$ cat config.mk
export PLATFORM = sky130hd
export DESIGN_NAME = ocv_to_soc_interpolator
export DESIGN_NICKNAME = d
export VERILOG_FILES = /design/src/sv/ocvsoc_pkg.sv /design/src/sv/ocvsoc_div.sv /design/src/sv/ocvsoc_ctrl.sv /design/src/sv/ocvsoc_dpath.sv /design/src/sv/ocv_to_soc_interpolator.sv
export SDC_FILE = /design/constraint.sdc
export NUM_CORES = 2
export LEC_CHECK = 0
export BUFFER_PORTS_ARGS = -buffer_cell sky130_fd_sc_hd__buf_2
export CORE_UTILIZATION = 42
export CTS_CLUSTER_SIZE = 12
export DETAILED_ROUTE_END_ITERATION = 16
export GPL_ROUTABILITY_DRIVEN = 0
export PLACE_DENSITY_LB_ADDON = 0.05
export SETUP_SLACK_MARGIN = 0.15
export SYNTH_ARGS = -nofsm -noshare
export SYNTH_HDL_FRONTEND = slang
export SYNTH_HIERARCHICAL = 1
export SYNTH_SLANG_ARGS = --single-unit
$ cat constraint.sdc
create_clock -name clk -period 19.41 [get_ports clk]
set_clock_uncertainty 0.2 [all_clocks]
set_input_delay 1.941 -clock clk [delete_from_list [all_inputs] [get_ports clk]]
set_output_delay 1.941 -clock clk [all_outputs]
set_load 0.02 [all_outputs]
$ cat src/sv/ocvsoc_pkg.sv
// Shared types, constants and helpers for the OCV to state-of-charge interpolator.
package ocvsoc_pkg;

  localparam int MAX_POINTS = 16;
  localparam int IDX_W      = $clog2(MAX_POINTS);
  localparam int OCV_W      = 16;
  localparam int SOC_W      = 14;
  localparam int CFG_W      = 5;
  localparam int ENTRY_W    = OCV_W + SOC_W;
  localparam int PROD_W     = OCV_W + SOC_W;
  localparam int STEP_W     = $clog2(PROD_W);

  localparam logic [CFG_W-1:0] TABLE_SIZE_RST = CFG_W'(MAX_POINTS);

  // Input word kinds
  typedef enum logic {
    KIND_LOAD  = 1'b0,
    KIND_QUERY = 1'b1
  } kind_t;

  // Result range codes
  typedef enum logic [1:0] {
    RANGE_INTERP = 2'd0,
    RANGE_BELOW  = 2'd1,
    RANGE_ABOVE  = 2'd2
  } range_t;

  // Controller states
  typedef enum logic [2:0] {
    S_IDLE,
    S_RD_FIRST,
    S_CHK_FIRST,
    S_CHK_LAST,
    S_SCAN,
    S_MUL,
    S_DIV_GO,
    S_DIV
  } state_t;

  // Table read address select
  typedef enum logic [1:0] {
    RD_ZERO,
    RD_LAST,
    RD_ONE,
    RD_NEXT
  } rd_sel_t;

  // Controller to datapath commands
  typedef struct packed {
    logic    wr_en;
    logic    query_go;
    logic    rd_en;
    rd_sel_t rd_sel;
    logic    save_lo;
    logic    save_hi;
    logic    idx_init;
    logic    idx_inc;
    logic    mul_go;
    logic    div_go;
    logic    emit;
    range_t  emit_range;
  } cmd_t;

  // Datapath to controller status
  typedef struct packed {
    logic below;
    logic at_top;
    logic div_done;
  } status_t;

  // Index of the last breakpoint in use, with the size saturated to 2..MAX_POINTS
  function automatic logic [IDX_W-1:0] last_index(input logic [CFG_W-1:0] ts);
    logic [IDX_W-1:0] res;
    if (ts < CFG_W'(2)) begin
      res = IDX_W'(1);
    end else if (int'(ts) > MAX_POINTS) begin
      res = IDX_W'(MAX_POINTS - 1);
    end else begin
      res = IDX_W'(ts - CFG_W'(1));
    end
    return res;
  endfunction

endpackage

$ cat src/sv/ocvsoc_div.sv
// Restoring serial divider, one quotient bit per cycle.
module ocvsoc_div
  import ocvsoc_pkg::*;
(
  input  logic              clk,
  input  logic              rst,
  input  logic              start,
  input  logic [PROD_W-1:0] dividend,
  input  logic [OCV_W-1:0]  divisor,
  output logic              done,
  output logic [PROD_W-1:0] quotient
);

  logic              running;
  logic [STEP_W-1:0] cnt;
  logic [OCV_W-1:0]  rem;
  logic [OCV_W-1:0]  dsr;
  logic [OCV_W:0]    trial;

  // Trial subtract of the shifted partial remainder
  assign trial = {rem, quotient[PROD_W-1]} - {1'b0, dsr};

  // Control: step counter and done pulse
  always_ff @(posedge clk) begin
    if (rst) begin
      running <= 1'b0;
      cnt     <= '0;
      done    <= 1'b0;
    end else begin
      done <= 1'b0;
      if (start) begin
        running <= 1'b1;
        cnt     <= '0;
      end else if (running) begin
        cnt <= cnt + STEP_W'(1);
        if (cnt == STEP_W'(PROD_W - 1)) begin
          running <= 1'b0;
          done    <= 1'b1;
        end
      end
    end
  end

  // Data: remainder and quotient shift
  always_ff @(posedge clk) begin
    if (start) begin
      rem      <= '0;
      dsr      <= divisor;
      quotient <= dividend;
    end else if (running) begin
      if (!trial[OCV_W]) begin
        rem      <= trial[OCV_W-1:0];
        quotient <= {quotient[PROD_W-2:0], 1'b1};
      end else begin
        rem      <= {rem[OCV_W-2:0], quotient[PROD_W-1]};
        quotient <= {quotient[PROD_W-2:0], 1'b0};
      end
    end
  end

endmodule

$ cat src/sv/ocvsoc_ctrl.sv
// Control state machine: table search sequencing, divide handoff, result strobe.
module ocvsoc_ctrl
  import ocvsoc_pkg::*;
(
  input  logic    clk,
  input  logic    rst,
  input  logic    start,
  input  logic    kind,
  input  status_t status,
  output cmd_t    cmd,
  output logic    busy
);

  state_t state;
  state_t state_next;

  assign busy = (state != S_IDLE);

  // State register
  always_ff @(posedge clk) begin
    if (rst) begin
      state <= S_IDLE;
    end else begin
      state <= state_next;
    end
  end

  // Next state
  always_comb begin
    state_next = state;
    unique case (state)
      S_IDLE: begin
        if (start && (kind == KIND_QUERY)) state_next = S_RD_FIRST;
      end
      S_RD_FIRST:  state_next = S_CHK_FIRST;
      S_CHK_FIRST: state_next = status.below ? S_IDLE : S_CHK_LAST;
      S_CHK_LAST:  state_next = status.at_top ? S_IDLE : S_SCAN;
      S_SCAN: begin
        if (!status.at_top) state_next = S_MUL;
      end
      S_MUL:    state_next = S_DIV_GO;
      S_DIV_GO: state_next = S_DIV;
      S_DIV: begin
        if (status.div_done) state_next = S_IDLE;
      end
      default: state_next = S_IDLE;
    endcase
  end

  // Command outputs
  always_comb begin
    cmd            = '0;
    cmd.rd_sel     = RD_ZERO;
    cmd.emit_range = RANGE_INTERP;
    unique case (state)
      S_IDLE: begin
        cmd.wr_en    = start && (kind == KIND_LOAD);
        cmd.query_go = start && (kind == KIND_QUERY);
      end
      S_RD_FIRST: begin
        cmd.rd_en  = 1'b1;
        cmd.rd_sel = RD_ZERO;
      end
      S_CHK_FIRST: begin
        if (status.below) begin
          cmd.emit       = 1'b1;
          cmd.emit_range = RANGE_BELOW;
        end else begin
          cmd.save_lo = 1'b1;
          cmd.rd_en   = 1'b1;
          cmd.rd_sel  = RD_LAST;
        end
      end
      S_CHK_LAST: begin
        if (status.at_top) begin
          cmd.emit       = 1'b1;
          cmd.emit_range = RANGE_ABOVE;
        end else begin
          cmd.rd_en    = 1'b1;
          cmd.rd_sel   = RD_ONE;
          cmd.idx_init = 1'b1;
        end
      end
      S_SCAN: begin
        if (!status.at_top) begin
          cmd.save_hi = 1'b1;
        end else begin
          cmd.save_lo = 1'b1;
          cmd.rd_en   = 1'b1;
          cmd.rd_sel  = RD_NEXT;
          cmd.idx_inc = 1'b1;
        end
      end
      S_MUL:    cmd.mul_go = 1'b1;
      S_DIV_GO: cmd.div_go = 1'b1;
      S_DIV: begin
        if (status.div_done) begin
          cmd.emit       = 1'b1;
          cmd.emit_range = RANGE_INTERP;
        end
      end
      default: ;
    endcase
  end

  // Result strobe is a single-cycle pulse per query
  a_emit_single: assert property (@(posedge clk) disable iff (rst)
    cmd.emit |=> !cmd.emit)
    else $error("result strobe held for two cycles");

  // An accepted query starts the table search
  a_query_start: assert property (@(posedge clk) disable iff (rst)
    (start && !busy && (kind == KIND_QUERY)) |=> (state == S_RD_FIRST))
    else $error("query accepted but search not started");

  // Divider completes only while waiting for it
  a_div_done_wait: assert property (@(posedge clk) disable iff (rst)
    status.div_done |-> (state == S_DIV))
    else $error("divider finished outside the divide wait");

endmodule

$ cat src/sv/ocvsoc_dpath.sv
// Datapath: breakpoint memory, segment registers, multiplier, divider, result registers.
module ocvsoc_dpath
  import ocvsoc_pkg::*;
(
  input  logic             clk,
  input  logic             rst,
  input  cmd_t             cmd,
  output status_t          status,
  input  logic             cfg_wr_en,
  input  logic [CFG_W-1:0] cfg_wr_data,
  input  logic [IDX_W-1:0] entry_index,
  input  logic [OCV_W-1:0] entry_ocv,
  input  logic [SOC_W-1:0] entry_soc,
  input  logic [OCV_W-1:0] ocv_sample,
  output logic             done,
  output logic [SOC_W-1:0] soc_value,
  output logic [1:0]       range_status
);

  logic [ENTRY_W-1:0] mem [MAX_POINTS];
  logic [ENTRY_W-1:0] rd_data;
  logic [IDX_W-1:0]   rd_addr;
  logic [OCV_W-1:0]   rd_ocv;
  logic [SOC_W-1:0]   rd_soc;

  logic [CFG_W-1:0]   table_size;
  logic [OCV_W-1:0]   v;
  logic [IDX_W-1:0]   last;
  logic [IDX_W-1:0]   idx;

  logic [OCV_W-1:0]   lo_ocv;
  logic [SOC_W-1:0]   lo_soc;
  logic [OCV_W-1:0]   hi_ocv;
  logic [SOC_W-1:0]   hi_soc;

  logic [OCV_W-1:0]   dv;
  logic [OCV_W-1:0]   dx;
  logic [SOC_W-1:0]   dy_mag;
  logic               dy_neg;

  logic [PROD_W-1:0]  prod;
  logic [OCV_W-1:0]   dx_reg;
  logic               neg;

  logic               div_done;
  logic [PROD_W-1:0]  quo;
  logic [SOC_W-1:0]   interp;

  assign rd_ocv = rd_data[ENTRY_W-1:SOC_W];
  assign rd_soc = rd_data[SOC_W-1:0];

  // Table size register
  always_ff @(posedge clk) begin
    if (rst) begin
      table_size <= TABLE_SIZE_RST;
    end else if (cfg_wr_en) begin
      table_size <= cfg_wr_data;
    end
  end

  // Read address select
  always_comb begin
    case (cmd.rd_sel)
      RD_ZERO: rd_addr = '0;
      RD_LAST: rd_addr = last;
      RD_ONE:  rd_addr = IDX_W'(1);
      RD_NEXT: rd_addr = idx + IDX_W'(1);
      default: rd_addr = '0;
    endcase
  end

  // Breakpoint memory, one write and one registered read
  always_ff @(posedge clk) begin
    if (cmd.wr_en) begin
      mem[entry_index] <= {entry_ocv, entry_soc};
    end
    if (cmd.rd_en) begin
      rd_data <= mem[rd_addr];
    end
  end

  // Query sample, scan index and segment endpoints
  always_ff @(posedge clk) begin
    if (cmd.query_go) begin
      v    <= ocv_sample;
      last <= last_index(table_size);
    end
    if (cmd.idx_init) begin
      idx <= IDX_W'(1);
    end else if (cmd.idx_inc) begin
      idx <= idx + IDX_W'(1);
    end
    if (cmd.save_lo) begin
      lo_ocv <= rd_ocv;
      lo_soc <= rd_soc;
    end
    if (cmd.save_hi) begin
      hi_ocv <= rd_ocv;
      hi_soc <= rd_soc;
    end
  end

  // Status compares against the word just read
  assign status.below    = (v < rd_ocv);
  assign status.at_top   = (v >= rd_ocv);
  assign status.div_done = div_done;

  // Segment deltas
  assign dv     = v - lo_ocv;
  assign dx     = hi_ocv - lo_ocv;
  assign dy_neg = (hi_soc < lo_soc);
  assign dy_mag = dy_neg ? (lo_soc - hi_soc) : (hi_soc - lo_soc);

  // Product of offset and charge step magnitude
  always_ff @(posedge clk) begin
    if (cmd.mul_go) begin
      prod   <= PROD_W'(dv) * PROD_W'(dy_mag);
      dx_reg <= dx;
      neg    <= dy_neg;
    end
  end

  ocvsoc_div u_div (
    .clk      (clk),
    .rst      (rst),
    .start    (cmd.div_go),
    .dividend (prod),
    .divisor  (dx_reg),
    .done     (div_done),
    .quotient (quo)
  );

  // Quotient is below the step magnitude, so it fits the charge width
  assign interp = neg ? (lo_soc - quo[SOC_W-1:0]) : (lo_soc + quo[SOC_W-1:0]);

  // Result registers
  always_ff @(posedge clk) begin
    if (rst) begin
      done <= 1'b0;
    end else begin
      done <= cmd.emit;
    end
  end

  always_ff @(posedge clk) begin
    if (cmd.emit) begin
      range_status <= cmd.emit_range;
      if (cmd.emit_range == RANGE_INTERP) begin
        soc_value <= interp;
      end else begin
        soc_value <= rd_soc;
      end
    end
  end

  // Quotient never exceeds the charge width
  a_quo_fits: assert property (@(posedge clk) disable iff (rst)
    div_done |-> (quo[PROD_W-1:SOC_W] == '0))
    else $error("quotient overflows charge width");

  // Upper endpoint of a found segment lies above the sample
  a_seg_upper: assert property (@(posedge clk) disable iff (rst)
    cmd.save_hi |=> (hi_ocv > v))
    else $error("segment upper breakpoint not above sample");

  // Lower endpoint never lies above the sample
  a_seg_lower: assert property (@(posedge clk) disable iff (rst)
    cmd.save_lo |=> (lo_ocv <= v))
    else $error("segment lower breakpoint above sample");

endmodule

$ cat src/sv/ocv_to_soc_interpolator.sv
// Top level of the OCV to state-of-charge interpolator.
//
// Input words are taken when start is high and busy is low. kind selects a
// load (write one voltage/charge breakpoint at entry_index) or a query
// (map ocv_sample to a charge). The table size register is written through
// cfg_wr_en / cfg_wr_data; the user must write it only while the block is
// idle, as the block does not enforce this. Reset sets it to 16. Loads keep
// busy low and give no result word. A query raises busy the next cycle and
// ends with one result word on soc_value / range_status, marked by done for
// exactly one cycle. A query clamped below the first breakpoint ends after
// reading it, one clamped at or above the last after also reading the last.
// An interpolation in the segment that starts at breakpoint k (k from 0 to
// 14) then scans the table one entry per cycle through the single memory read
// port and runs the 30-step serial divider. One query is in flight at a time.
// The receiver cannot stall; done must be sampled when it is high.
// Reset (rst, synchronous) returns the controller to idle and clears done;
// the breakpoint table is not cleared and must be loaded before queries.
module ocv_to_soc_interpolator
  import ocvsoc_pkg::*;
(
  input  logic             clk,
  input  logic             rst,
  input  logic             start,
  output logic             busy,
  input  logic             kind,
  input  logic [IDX_W-1:0] entry_index,
  input  logic [OCV_W-1:0] entry_ocv,
  input  logic [SOC_W-1:0] entry_soc,
  input  logic [OCV_W-1:0] ocv_sample,
  input  logic             cfg_wr_en,
  input  logic [CFG_W-1:0] cfg_wr_data,
  output logic             done,
  output logic [SOC_W-1:0] soc_value,
  output logic [1:0]       range_status
);

  cmd_t    cmd;
  status_t status;

  // Controller
  ocvsoc_ctrl u_ctrl (
    .clk    (clk),
    .rst    (rst),
    .start  (start),
    .kind   (kind),
    .status (status),
    .cmd    (cmd),
    .busy   (busy)
  );

  // Datapath
  ocvsoc_dpath u_dpath (
    .clk          (clk),
    .rst          (rst),
    .cmd          (cmd),
    .status       (status),
    .cfg_wr_en    (cfg_wr_en),
    .cfg_wr_data  (cfg_wr_data),
    .entry_index  (entry_index),
    .entry_ocv    (entry_ocv),
    .entry_soc    (entry_soc),
    .ocv_sample   (ocv_sample),
    .done         (done),
    .soc_value    (soc_value),
    .range_status (range_status)
  );

endmodule
==> metrics.md <==
| Metric | Value |
|---|---|
| Hold Path Class | `flop to flop` |
| Hold buffers post-CTS | `0` |
| Crit. End Element | `flop` |
| DRT iter0 DRCs | `1526` |
| Synth Area in Compound Gates | `7.74%` |
| Max Cap Violations | `0` |
| Drt drc | `0` |
| Final Hold Violating Endpoints | `0` |
| Die area | `0.0959 sq mm` |
| Post-Synth Simple-Gate Area | `8.16%` |
| Xor/xnor share of the synthesized area | `2.31%` |
| CP Data Required Time | `19.60 ns` |
| Max reg flops | `480` |
| Largest family of logic cells by synthesized area | `adder cells` |
| Worst-skew pair later-pin latency | `0.67 ns` |
| Crit path time final | `8.79 ns` |
| Routed Antenna Nets | `0` |
| Largest net degree at the start of global routing | `63` |
| # fillers | `8436` |
| Crit path largest cell delay | `0.87 ns` |
| P&R area growth vs syn | `11.0%` |
| CP arrival | `8.98 ns` |
| WL per Instance | `22.5 um` |
| Rel. slew slack | `10.3%` |
| Startpoint class of the critical path | `flop` |
| Via/cell ratio | `5.38` |
| Top_reg_cell synth | `edfxtp_1` |
| Top reg by flops | `u_dpath/mem` |
| Yosys reg bits | `735` |
| Nets | `3446` |
| CTS sink count | `735` |
| # rows | `112` |
| Max-slew violations | `0` |
| # Post-CTS Setup Buffers | `0` |
| Post-DP HPWL | `63600 um` |
| Top Ports | `78` |
| First-pass GRT wire length | `148000 um` |
| WL met3 | `4060 um` |
| Crit-path max FO | `12` |
| Synth async-reset ratio | `0%` |
| Total negative setup slack | `0 ns` |
| Reg clk slew, reported paths | `0.05 ns` |
| Total Routing Usage GR | `20.8%` |
| RSZ-0062 raised after global routing | `false` |
| Synth Area in Adders | `14.9%` |
| Final period utilization | `45.3%` |
| Crit path top cell by count | `fa_1` |
| Mean Syn Cell Area | `13.6 sq um` |
| TritonCTS clock tree | `done` |
| Die Wd | `310 um` |
| # setup viols final | `0` |
| Die Span Y | `310 um` |
| Post-synth net total | `3355` |
| Mapped cell area | `0.0398 sq mm` |
| Metal1 wirelength | `42300 um` |
| Initial antenna violation count | `10` |
| DR WL met2 | `47500 um` |
| Ys Warns | `6` |
| Share of cells above drive strength 1 | `14.9%` |
| Htree depth | `3` |
| Netlist cell types | `97` |
| GR Overflow Total | `0` |
| Syn Inst Count | `2923` |
| Fmax | `114 MHz` |
| Number of global-route vias before repair | `24300` |
| Vias | `23300` |
| Status | `completed` |
| PostCTS Resize Cnt | `0` |
| CP Buf/Inv Count | `5` |
| Max Buffers Root-to-Sink | `3` |
| Worst path slowest cell | `xor2_1` |
| Number of synthesized flops with an enable pin | `699` |
| Initial Util | `42.5%` |
| IO buf count | `77` |
| Seq/Total Area, Yosys | `54.6%` |
| Least-Margin Pin Slew | `1.34 ns` |
| CTS Root Cell | `clkbuf_16` |
| Multiplexer share of the synthesized area | `8.08%` |
| Num CTS Buffers | `82` |
| Drt first pass iters | `6` |
| Setup CP Type | `flop to flop` |
| Crit-path leading delay family | `adder cells` |
| DRT Wirelength | `97400 um` |
| CORE AREA | `0.0936 sq mm` |
| Top sig layer | `met5` |
## cell usage in the layout (no fill, tap or decap), types with 37 or more instances in the layout
cell type | Yosys | final
xor2_1 | 42 | 42
a21o_1 | 37 | 37
mux4_2 | 120 | 120
nand2_1 | 230 | 229
edfxtp_1 | 699 | 699
fa_1 | 171 | 171
nand2b_1 | 47 | 47
xnor2_1 | 63 | 60
buf_4 | 14 | 43
a31oi_1 | 43 | 42
nor2_1 | 188 | 174
buf_2 | 34 | 77
clkbuf_16 | 0 | 82
ha_1 | 201 | 201
a211oi_1 | 45 | 44
o21ai_0 | 79 | 79
inv_1 | 290 | 290
and2_1 | 42 | 42
a21oi_1 | 105 | 105
## stage by stage
step / utilization, % / cells / hold WS [ns] / worst slack [ns] / area, sq um
2_1_floorplan: - / 2923 / 0.200 / 11.45 / 39800
3_5_place_dp: 44.5 / 4184 / 0.206 / 10.67 / 41700
3_3_place_gp: 44.5 / 4184 / 0.203 / 10.80 / 41700
5_1_grt: 47.2 / 4330 / 0.224 / 10.12 / 44100
4_1_cts: 47.2 / 4329 / 0.219 / 10.65 / 44100
6_report: 47.2 / 4330 / 0.217 / 10.62 / 44100
## synth_stat cells, types with 21 or more instances
master      n  share of area [%]
nor3_1     22               0.28
a21oi_1   105                1.3
mux2_2     32               0.91
nand2b_1   47               0.74
nand3_1    21               0.26
buf_2      34               0.43
mux4_2    120                6.8
fa_1      171                8.6
ha_1      201                6.3
a31oi_1    43               0.68
o21ai_0    79               0.99
xnor2_1    63                1.4
o21a_1     27               0.51
nand2_1   230                2.2
nor2b_1    27               0.42
a21o_1     37               0.70
a211oi_1   45               0.85
dfxtp_1    36                1.8
and2_1     42               0.66
nor2_1    188                1.8
clkbuf_1   52               0.49
xor2_1     42               0.92
edfxtp_1  699                 53
inv_1     290                2.7
## cell families after synthesis
logic type | Yosys count
DFF | 735
and+or+nand+nor | 683
AOI/OAI and AO/OA | 457
buffers and inverters | 404
adders and majority gates | 372
muxes | 167
xor gates and xnor gates | 105
## worst paths after layout
path | endpoint | slack [ns] | start | depth (start not counted)
worst max-delay path | u_dpath/prod[26] | 10.62 | u_dpath/lo_soc[1] | 29
worst min-delay path | u_dpath/u_div/dsr[8] | 0.22 | u_dpath/dx_reg[8] | 0
worst max register to register | u_dpath/prod[26] | 10.62 | u_dpath/lo_soc[1] | 29
worst min register to register | u_dpath/u_div/dsr[8] | 0.22 | u_dpath/dx_reg[8] | 0
## cell type report
type,count,area [sq um],area share [%]
Antenna cell,1,2.50,0.00567
Clock buffer,111,2170,4.92
Clock inverter,34,293,0.663
Inverter,291,1090,2.47
Multi-Input combinational cell,1784,16600,37.6
Sequential cell,735,21700,49.2
Tap cell,1254,1570,3.55
Timing Repair Buffer,120,708,1.60
## metal layers
metal	up-vias	track usage, %
met4	14	7.27
li1	10800	-
met3	179	3.53
met1	11900	26.8
met5	-	0
met2	460	35.2
Power is left out: the tool's default activity adds up to more than one toggle a clock period on the data nets, which glitch-free logic cannot reach.
